File: src/rtl/hbp_pkg.sv
package hbp_pkg;

    localparam logic [26:0] HASH_MUL    = 27'h45d9f3b;
    localparam int          HASH_SHIFT  = 16;
    localparam logic [31:0] SMALL_LIMIT = 32'd121;
    localparam int          NUM_PRIMES  = 25;

    localparam logic [6:0] SMALL_PRIMES [NUM_PRIMES] = '{
        7'd2, 7'd3, 7'd5, 7'd7, 7'd11, 7'd13, 7'd17, 7'd19, 7'd23, 7'd29, 7'd31, 7'd37,
        7'd41, 7'd43, 7'd47, 7'd53, 7'd59, 7'd61, 7'd67, 7'd71, 7'd73, 7'd79, 7'd83,
        7'd89, 7'd97
    };

    localparam logic [15:0] BASE_ROM [256] = '{
        16'd15591, 16'd2018, 16'd166, 16'd7429, 16'd8064, 16'd16045, 16'd10503,
        16'd4399, 16'd1949, 16'd1295, 16'd2776, 16'd3620, 16'd560, 16'd3128,
        16'd5212, 16'd2657, 16'd2300, 16'd2021, 16'd4652, 16'd1471, 16'd9336,
        16'd4018, 16'd2398, 16'd20462, 16'd10277, 16'd8028, 16'd2213, 16'd6219,
        16'd620, 16'd3763, 16'd4852, 16'd5012, 16'd3185, 16'd1333, 16'd6227,
        16'd5298, 16'd1074, 16'd2391, 16'd5113, 16'd7061, 16'd803, 16'd1269,
        16'd3875, 16'd422, 16'd751, 16'd580, 16'd4729, 16'd10239, 16'd746,
        16'd2951, 16'd556, 16'd2206, 16'd3778, 16'd481, 16'd1522, 16'd3476,
        16'd481, 16'd2487, 16'd3266, 16'd5633, 16'd488, 16'd3373, 16'd6441,
        16'd3344, 16'd17, 16'd15105, 16'd1490, 16'd4154, 16'd2036, 16'd1882,
        16'd1813, 16'd467, 16'd3307, 16'd14042, 16'd6371, 16'd658, 16'd1005,
        16'd903, 16'd737, 16'd1887, 16'd7447, 16'd1888, 16'd2848, 16'd1784,
        16'd7559, 16'd3400, 16'd951, 16'd13969, 16'd4304, 16'd177, 16'd41,
        16'd19875, 16'd3110, 16'd13221, 16'd8726, 16'd571, 16'd7043, 16'd6943,
        16'd1199, 16'd352, 16'd6435, 16'd165, 16'd1169, 16'd3315, 16'd978,
        16'd233, 16'd3003, 16'd2562, 16'd2994, 16'd10587, 16'd10030, 16'd2377,
        16'd1902, 16'd5354, 16'd4447, 16'd1555, 16'd263, 16'd27027, 16'd2283,
        16'd305, 16'd669, 16'd1912, 16'd601, 16'd6186, 16'd429, 16'd1930,
        16'd14873, 16'd1784, 16'd1661, 16'd524, 16'd3577, 16'd236, 16'd2360,
        16'd6146, 16'd2850, 16'd55637, 16'd1753, 16'd4178, 16'd8466, 16'd222,
        16'd2579, 16'd2743, 16'd2031, 16'd2226, 16'd2276, 16'd374, 16'd2132,
        16'd813, 16'd23788, 16'd1610, 16'd4422, 16'd5159, 16'd1725, 16'd3597,
        16'd3366, 16'd14336, 16'd579, 16'd165, 16'd1375, 16'd10018, 16'd12616,
        16'd9816, 16'd1371, 16'd536, 16'd1867, 16'd10864, 16'd857, 16'd2206,
        16'd5788, 16'd434, 16'd8085, 16'd17618, 16'd727, 16'd3639, 16'd1595,
        16'd4944, 16'd2129, 16'd2029, 16'd8195, 16'd8344, 16'd6232, 16'd9183,
        16'd8126, 16'd1870, 16'd3296, 16'd7455, 16'd8947, 16'd25017, 16'd541,
        16'd19115, 16'd368, 16'd566, 16'd5674, 16'd411, 16'd522, 16'd1027,
        16'd8215, 16'd2050, 16'd6544, 16'd10049, 16'd614, 16'd774, 16'd2333,
        16'd3007, 16'd35201, 16'd4706, 16'd1152, 16'd1785, 16'd1028, 16'd1540,
        16'd3743, 16'd493, 16'd4474, 16'd2521, 16'd26845, 16'd8354, 16'd864,
        16'd18915, 16'd5465, 16'd2447, 16'd42, 16'd4511, 16'd1660, 16'd166,
        16'd1249, 16'd6259, 16'd2553, 16'd304, 16'd272, 16'd7286, 16'd73,
        16'd6554, 16'd899, 16'd2816, 16'd5197, 16'd13330, 16'd7054, 16'd2818,
        16'd3199, 16'd811, 16'd922, 16'd350, 16'd7514, 16'd4452, 16'd3449,
        16'd2663, 16'd4708, 16'd418, 16'd1621, 16'd1171, 16'd3471, 16'd88,
        16'd11345, 16'd412, 16'd1559, 16'd194
    };

    typedef enum logic [11:0] {
        S_IDLE  = 12'b0000_0000_0001,
        S_TRIAL = 12'b0000_0000_0010,
        S_RED   = 12'b0000_0000_0100,
        S_DISP  = 12'b0000_0000_1000,
        S_HASH1 = 12'b0000_0001_0000,
        S_HASH2 = 12'b0000_0010_0000,
        S_HASH3 = 12'b0000_0100_0000,
        S_STRIP = 12'b0000_1000_0000,
        S_LOOP  = 12'b0001_0000_0000,
        S_MUL   = 12'b0010_0000_0000,
        S_CHECK = 12'b0100_0000_0000,
        S_FLOOP = 12'b1000_0000_0000
    } state_t;

    typedef enum logic [2:0] {
        OP_TRIAL,
        OP_BASE,
        OP_ACC,
        OP_SQ,
        OP_FIN
    } op_t;

endpackage

File: src/rtl/hashed_base_prime_test32_core.sv
// Channel  | Signals                    | Direction
// ---------+----------------------------+----------
// command  | start, number[31:0] (busy out) | in
// result   | done, is_prime             | out
//
// A transaction is taken when start is high and busy is low; busy stays high
// until the answer is ready, then done pulses for one cycle with is_prime.
// Every modular reduction runs one bit per cycle through a single 64-by-32
// restoring reducer, set up beforehand and followed by a dispatch state: trial
// division takes up to 25 reductions, the Miller-Rabin test up to 64. Reset is
// asynchronous and returns the block to idle. The receiver cannot stall the
// result.
module hashed_base_prime_test32_core (
    input  logic        clk,
    input  logic        rst_n,
    input  logic        start,
    output logic        busy,
    input  logic [31:0] number,
    output logic        done,
    output logic        is_prime
);
    import hbp_pkg::*;

    state_t      state_reg, state_next;
    op_t         op_reg, op_next;
    logic [31:0] x_reg, x_next;
    logic [31:0] m_reg, m_next;
    logic [63:0] dvd_reg, dvd_next;
    logic [31:0] rem_reg, rem_next;
    logic [5:0]  cnt_reg, cnt_next;
    logic [4:0]  pidx_reg, pidx_next;
    logic [39:0] h1_reg, h1_next;
    logic [23:0] h2_reg, h2_next;
    logic [31:0] d_reg, d_next;
    logic [4:0]  s_reg, s_next;
    logic [4:0]  r_reg, r_next;
    logic [31:0] acc_reg, acc_next;
    logic [31:0] sq_reg, sq_next;
    logic        done_reg, done_next;
    logic        prime_reg, prime_next;

    logic [32:0] trial_rem;
    logic [31:0] mul_a, mul_b;
    logic [58:0] h1_prod;
    logic [47:0] h2_prod;
    logic [7:0]  hidx;
    logic [31:0] xm1;

    assign xm1 = x_reg - 32'd1;
    assign trial_rem = {rem_reg, dvd_reg[63]};
    assign h1_prod = (x_reg ^ (x_reg >> HASH_SHIFT)) * HASH_MUL;
    assign h2_prod = (h1_reg[23:0] ^ h1_reg[39:16]) * HASH_MUL[23:0];
    assign hidx = h2_reg[7:0] ^ h2_reg[23:16];

    always_comb
    begin
        case (op_reg)
            OP_ACC:
            begin
                mul_a = acc_reg;
                mul_b = sq_reg;
            end
            OP_FIN:
            begin
                mul_a = acc_reg;
                mul_b = acc_reg;
            end
            default:
            begin
                mul_a = sq_reg;
                mul_b = sq_reg;
            end
        endcase
    end

    always_comb
    begin
        state_next = state_reg;
        op_next    = op_reg;
        x_next     = x_reg;
        m_next     = m_reg;
        dvd_next   = dvd_reg;
        rem_next   = rem_reg;
        cnt_next   = cnt_reg;
        pidx_next  = pidx_reg;
        h1_next    = h1_reg;
        h2_next    = h2_reg;
        d_next     = d_reg;
        s_next     = s_reg;
        r_next     = r_reg;
        acc_next   = acc_reg;
        sq_next    = sq_reg;
        done_next  = 1'b0;
        prime_next = prime_reg;
        case (state_reg)
            S_IDLE:
            begin
                if (start)
                begin
                    x_next     = number;
                    pidx_next  = '0;
                    state_next = S_TRIAL;
                end
            end
            S_TRIAL:
            begin
                dvd_next   = {32'd0, x_reg};
                m_next     = {25'd0, SMALL_PRIMES[pidx_reg]};
                rem_next   = '0;
                cnt_next   = '0;
                op_next    = OP_TRIAL;
                state_next = S_RED;
            end
            S_RED:
            begin
                // One restoring step: shift in a dividend bit, subtract if it fits.
                if (trial_rem >= {1'b0, m_reg})
                begin
                    rem_next = 32'(trial_rem - {1'b0, m_reg});
                end
                else
                begin
                    rem_next = trial_rem[31:0];
                end
                dvd_next = {dvd_reg[62:0], 1'b0};
                cnt_next = cnt_reg + 6'd1;
                if (cnt_reg == 6'd63)
                begin
                    state_next = S_DISP;
                end
            end
            S_DISP:
            begin
                case (op_reg)
                    OP_TRIAL:
                    begin
                        if (rem_reg == 32'd0)
                        begin
                            prime_next = (x_reg == m_reg);
                            done_next  = 1'b1;
                            state_next = S_IDLE;
                        end
                        else if (pidx_reg == 5'(NUM_PRIMES - 1))
                        begin
                            if (x_reg < SMALL_LIMIT)
                            begin
                                prime_next = (x_reg > 32'd1);
                                done_next  = 1'b1;
                                state_next = S_IDLE;
                            end
                            else
                            begin
                                state_next = S_HASH1;
                            end
                        end
                        else
                        begin
                            pidx_next  = pidx_reg + 5'd1;
                            state_next = S_TRIAL;
                        end
                    end
                    OP_BASE:
                    begin
                        sq_next    = rem_reg;
                        acc_next   = 32'd1;
                        d_next     = xm1;
                        s_next     = '0;
                        state_next = S_STRIP;
                    end
                    OP_ACC:
                    begin
                        acc_next   = rem_reg;
                        op_next    = OP_SQ;
                        state_next = S_MUL;
                    end
                    OP_SQ:
                    begin
                        sq_next    = rem_reg;
                        d_next     = d_reg >> 1;
                        state_next = S_LOOP;
                    end
                    default:
                    begin
                        acc_next   = rem_reg;
                        r_next     = r_reg + 5'd1;
                        state_next = S_FLOOP;
                    end
                endcase
            end
            S_HASH1:
            begin
                h1_next    = h1_prod[39:0];
                state_next = S_HASH2;
            end
            S_HASH2:
            begin
                h2_next    = h2_prod[23:0];
                state_next = S_HASH3;
            end
            S_HASH3:
            begin
                dvd_next   = {48'd0, BASE_ROM[hidx]};
                m_next     = x_reg;
                rem_next   = '0;
                cnt_next   = '0;
                op_next    = OP_BASE;
                state_next = S_RED;
            end
            S_STRIP:
            begin
                // The number is odd here, so d is nonzero and this ends.
                if (!d_reg[0])
                begin
                    d_next = d_reg >> 1;
                    s_next = s_reg + 5'd1;
                end
                else
                begin
                    state_next = S_LOOP;
                end
            end
            S_LOOP:
            begin
                if (d_reg == 32'd0)
                begin
                    state_next = S_CHECK;
                end
                else
                begin
                    op_next    = d_reg[0] ? OP_ACC : OP_SQ;
                    state_next = S_MUL;
                end
            end
            S_MUL:
            begin
                dvd_next   = mul_a * mul_b;
                rem_next   = '0;
                cnt_next   = '0;
                state_next = S_RED;
            end
            S_CHECK:
            begin
                if (acc_reg == 32'd1)
                begin
                    prime_next = 1'b1;
                    done_next  = 1'b1;
                    state_next = S_IDLE;
                end
                else
                begin
                    r_next     = '0;
                    state_next = S_FLOOP;
                end
            end
            S_FLOOP:
            begin
                if (r_reg == s_reg)
                begin
                    prime_next = 1'b0;
                    done_next  = 1'b1;
                    state_next = S_IDLE;
                end
                else if (acc_reg == xm1)
                begin
                    prime_next = 1'b1;
                    done_next  = 1'b1;
                    state_next = S_IDLE;
                end
                else
                begin
                    op_next    = OP_FIN;
                    state_next = S_MUL;
                end
            end
            default:
            begin
                state_next = S_IDLE;
            end
        endcase
    end

    always_ff @(posedge clk or negedge rst_n)
    begin
        if (!rst_n)
        begin
            state_reg <= S_IDLE;
            done_reg  <= 1'b0;
        end
        else
        begin
            state_reg <= state_next;
            done_reg  <= done_next;
        end
    end

    always_ff @(posedge clk)
    begin
        op_reg    <= op_next;
        x_reg     <= x_next;
        m_reg     <= m_next;
        dvd_reg   <= dvd_next;
        rem_reg   <= rem_next;
        cnt_reg   <= cnt_next;
        pidx_reg  <= pidx_next;
        h1_reg    <= h1_next;
        h2_reg    <= h2_next;
        d_reg     <= d_next;
        s_reg     <= s_next;
        r_reg     <= r_next;
        acc_reg   <= acc_next;
        sq_reg    <= sq_next;
        prime_reg <= prime_next;
    end

    assign busy     = (state_reg != S_IDLE);
    assign done     = done_reg;
    assign is_prime = prime_reg;

`ifndef ASSERT_OFF
    a_done_idle: assert property (@(posedge clk) disable iff (!rst_n)
        done |-> !busy)
        else $error("result strobe while busy");
    a_done_pulse: assert property (@(posedge clk) disable iff (!rst_n)
        done |=> !done)
        else $error("result strobe longer than one cycle");
    a_start_busy: assert property (@(posedge clk) disable iff (!rst_n)
        (start && !busy) |=> busy)
        else $error("accepted transaction did not raise busy");
    a_rem_range: assert property (@(posedge clk) disable iff (!rst_n)
        (state_reg == S_RED) |-> (rem_reg < m_reg))
        else $error("partial remainder out of range");
`endif

endmodule
File: config.mk
export PLATFORM = sky130hd
export DESIGN_NAME = hashed_base_prime_test32_core
export DESIGN_NICKNAME = d
export VERILOG_FILES = /design/src/rtl/hbp_pkg.sv /design/src/rtl/hashed_base_prime_test32_core.sv
export SDC_FILE = /design/constraint.sdc
export NUM_CORES = 2
export LEC_CHECK = 0
export BUFFER_PORTS_ARGS = -buffer_cell sky130_fd_sc_hd__buf_2
export CAP_MARGIN = 0
export CORE_MARGIN = 8
export CORE_UTILIZATION = 47
export DETAILED_ROUTE_END_ITERATION = 10
export PLACE_DENSITY = 0.59
export SYNTH_ARGS = -nofsm -noshare
export SYNTH_HDL_FRONTEND = slang
export SYNTH_SLANG_ARGS = --single-unit
File: constraint.sdc
create_clock -name clk -period 12.7 [get_ports clk]
set_input_delay 0.635 -clock clk [delete_from_list [all_inputs] [get_ports clk]]
set_output_delay 0.635 -clock clk [all_outputs]
set_load 0.02 [all_outputs]
==> results_dict.tcl <==
set metrics [dict create \
    finalCriticalPeriod_ps 10660 \
    synth-main-ff-cell "edfxtp_1" \
    min_period_over_period_pct 83.93 \
    cts_tree "done" \
    wl_um 250700 \
    regToRegStartpoint "op_reg[1]" \
    slew_headroom_pct 8.339 \
    seq_power_share_pct 49.5 \
    cp-start-kind "flop" \
    async_flop_share_pct 3.714 \
    cts.clk_slew.worst_paths_ps 70 \
    largest_register_ffs 64 \
    cap_violations 0 \
    final-setup-viol-count 0 \
    post_cts_buffers 0 \
    drc 0 \
    place_hpwl_um 198900 \
    grt_max_degree 73 \
    endpoint_kind "flop" \
    setup_tns_ps 0 \
    synth_edf_count 337 \
    wl_per_cell_um 25.12 \
    gr-max-usage-layer "met2" \
    hold_slack_ps 234.3 \
    drive_gt1_share_pct 5.730 \
    synth.distinct_cells 98 \
    viasPerCell 5.838 \
    postSynthAreaPerCell_um2 9.176 \
    p_comb_share_pct 1.6 \
    drt_iter0_drc 5953 \
    cpMostUsedCell "fa_1" \
    grt_use_met2_pct 44.71 \
    antenna_found_initial 7 \
    power.leakage_nw 36.88 \
    row_count 145 \
    core-area_mm2 0.1558 \
    fin_total_pwr_mw 2.576 \
    die_y_um 411.6 \
    r2r_end "dvd_reg[54]" \
    slowest_delay_ps 750 \
    cts_resized 0 \
    start_util_pct 47.19 \
    die_area_mm2 0.1694 \
    hold_class "input pin to flop" \
    overflow 0 \
    ys_ff_latch 350 \
    nets 9920 \
    crit_end "dvd_reg[54]" \
    path_class "flop to flop" \
    htreeDepth 2 \
    io_buffers 37 \
    clock-skew-final_ps 37.57 \
    worstPathArrival_ps 10950 \
    yosysWarnings 0 \
    io_pins 38 \
    p_switching_uw 551.5 \
    slew_violations 0 \
    met1_usage_pct 42.16 \
    synthesis.nets 10042 \
    fmax_mhz 93.82 \
    finalHoldViolCount 0 \
    clock_sinks 350 \
    critPathLaunch "op_reg[1]" \
    switching_share_pct 21.41 \
    place_congestion 0.9690 \
    fill_cells 14591 \
    track_usage_pct 29.71 \
    powerDensity_mw_per_mm2 33.02 \
    clock_path_buffers 3 \
    ff2ff_path_depth 29 \
    cts_buffers 42 \
    grt_pass1_wl_um 382600 \
    worstPathMaxFanout 49 \
    crit_slowest_cell "buf_4" \
    die_w_um 411.6 \
    netlist_area_mm2 0.07354 \
    netlist_instances 8014 \
    ys_seq_area_share_pct 14.21 \
    final_antenna_net_count 0 \
    vias 58277 \
    status "complete, no violations" \
    rrSetupSlack_ps 2040 \
    rsz0062_at_grt "false" \
    clkLatencyLatePin_ps 600 \
    worst_pin_slew_ps 1348 \
    root_buffer "clkbuf_16" \
    cp.required_ps 12990 \
    clkPwrFrac_pct 48.9 \
    use_met3_pct 6.404 \
    grt_pass1_vias 60501 \
    syn_to_final_growth_pct 6.074 \
    vdd_drop_max_uv 95.36 \
    dr.pass1.iters 7 \
    internal-power_mw 2.024 \
]
[power groups by stage]
stage	logic (mW)	clock network, mW	registers, mW
CTS	0.0419	1.28	1.27
detailed placement	0.0413	0	1.30
floorplan	0.0285	0	1.29
global route	0.0473	1.32	1.27
finish	0.0422	1.26	1.28
global placement	0.0403	0	1.30
[layout make-up]
cell class / instances / area, um^2 / share of cell area (%)
diodes: 2 / 5.005 / 0.006416
well taps: 2058 / 2575 / 3.301
clock buffers: 51 / 1106 / 1.418
multi-input cells: 5621 / 55840 / 71.59
clock inverters: 24 / 285.3 / 0.3657
inverters: 1671 / 6272 / 8.041
repair buffers: 206 / 1469 / 1.883
flip-flops and latches: 350 / 10450 / 13.39
[per-stage QoR]
stage	cell area (um^2)	std cells	worst slack (ps)	utilization, %
global placement	76600	9905	2349	49.15
finish	78000	9983	2041	50.05
global route	78000	9982	1673	50.05
detailed placement	76600	9905	2296	49.15
CTS	78000	9981	2260	50.05
floorplan	73540	8014	3851	-
[synthesized netlist by cell type (all sizes together) (12+ instances only)]
master / count / area share (%)
edfxtp: 337 / 14
xor2: 112 / 1.3
buf: 65 / 0.39
nor2: 884 / 4.5
fa: 1339 / 36
clkbuf: 307 / 1.6
and3: 30 / 0.26
nor4: 48 / 0.46
nand4: 46 / 0.40
o211ai: 38 / 0.39
o31ai: 18 / 0.18
o221ai: 14 / 0.17
nor2b: 49 / 0.42
a21o: 86 / 0.88
dfrtp: 12 / 0.41
nor3b: 21 / 0.23
and2: 32 / 0.27
a311oi: 20 / 0.24
o21ai: 268 / 1.8
mux2i: 81 / 1.1
a22oi: 26 / 0.27
a21oi: 264 / 1.8
nand2b: 30 / 0.26
o2111ai: 12 / 0.14
inv: 1670 / 8.5
a221oi: 20 / 0.24
mux2: 61 / 0.93
or3: 14 / 0.12
nand3: 72 / 0.50
a31oi: 43 / 0.37
or2: 13 / 0.11
o22ai: 28 / 0.26
nor3: 78 / 0.57
xnor2: 224 / 2.7
a2111oi: 13 / 0.17
o311ai: 27 / 0.33
nand2: 736 / 3.8
ha: 654 / 11
a211oi: 53 / 0.54
o21a: 24 / 0.25
[cells in the final DEF (no fill, tap or decap), types with 24 or more instances in the layout]
| cell type | Yosys | layout |
|---|---|---|
| o21a_1 | 24 | 24 |
| ha_1 | 654 | 653 |
| fa_1 | 1339 | 1339 |
| a21oi_1 | 262 | 262 |
| mux2_2 | 61 | 61 |
| nand2_1 | 735 | 735 |
| and3_1 | 30 | 30 |
| a211oi_1 | 53 | 53 |
| buf_2 | 23 | 37 |
| buf_4 | 0 | 167 |
| o311ai_0 | 26 | 26 |
| xor2_1 | 112 | 104 |
| o21ai_0 | 264 | 261 |
| mux2i_1 | 81 | 34 |
| a21o_1 | 85 | 85 |
| inv_1 | 1669 | 1668 |
| nand2b_1 | 30 | 30 |
| o211ai_1 | 38 | 38 |
| nor3_1 | 75 | 74 |
| nand4_1 | 45 | 45 |
| xnor2_1 | 223 | 219 |
| nand3_1 | 71 | 71 |
| clkbuf_16 | 0 | 43 |
| a31oi_1 | 43 | 43 |
| nor2_1 | 884 | 878 |
| o22ai_1 | 26 | 26 |
| mux2i_2 | 0 | 42 |
| a22oi_1 | 26 | 26 |
| and2_1 | 32 | 32 |
| nor2b_1 | 49 | 49 |
| nor4_1 | 45 | 44 |
| edfxtp_1 | 337 | 337 |
[routing by layer]
metal | wire length (um) | up-vias
met5 | 34 | -
met4 | 11530 | 6
met3 | 26240 | 551
met2 | 107900 | 2926
met1 | 105100 | 29685
li1 | - | 25109
[what timing repair did]
| action | in CTS | in global routing |
|---|---|---|
| endpoints found under the setup margin | 0 | 0 |
| hold buffers | 1 | 0 |
| endpoints found under the hold margin | 12 | 0 |
[how the worst min path moves through the flow]
stage / startpoint / end / slack (ps) / cells after the start
after detailed placement: dvd_reg[52] / dvd_reg[53] / 510 / 2
after floorplan: rst_n / done / 340 / 0
after global placement: dvd_reg[32] / dvd_reg[33] / 500 / 2
after CTS: number[23] / x_reg[23] / 200 / 1
after global routing: number[19] / x_reg[19] / 210 / 1
final: number[1] / x_reg[1] / 230 / 1
[cells by family (layout without fill, tap and decap cells)]
group / after synthesis / after routing / share of synthesized area (%)
AOI/OAI and AO/OA: 1055 / 1055 / 9.305
muxes: 144 / 144 / 2.098
other: 0 / 2 / 0
DFF: 350 / 350 / 14.21
xor gates and xnor gates: 336 / 336 / 4.012
and+or+nand+nor: 2093 / 2093 / 12.31
buffers and inverters: 2043 / 1952 / 10.49
adders and majority gates: 1993 / 1993 / 47.58
[worst max-delay path, delay by kind of cell (launching register included)]
kind	cells	cell delay (ps)
fa+ha+maj	9	4350
compound gates	7	2310
buf+inv	7	1890
simple gates	4	800
flops	1	540
mux	1	240
xor+xnor	1	160
No activity file was read; power rests on OpenSTA's default activity.
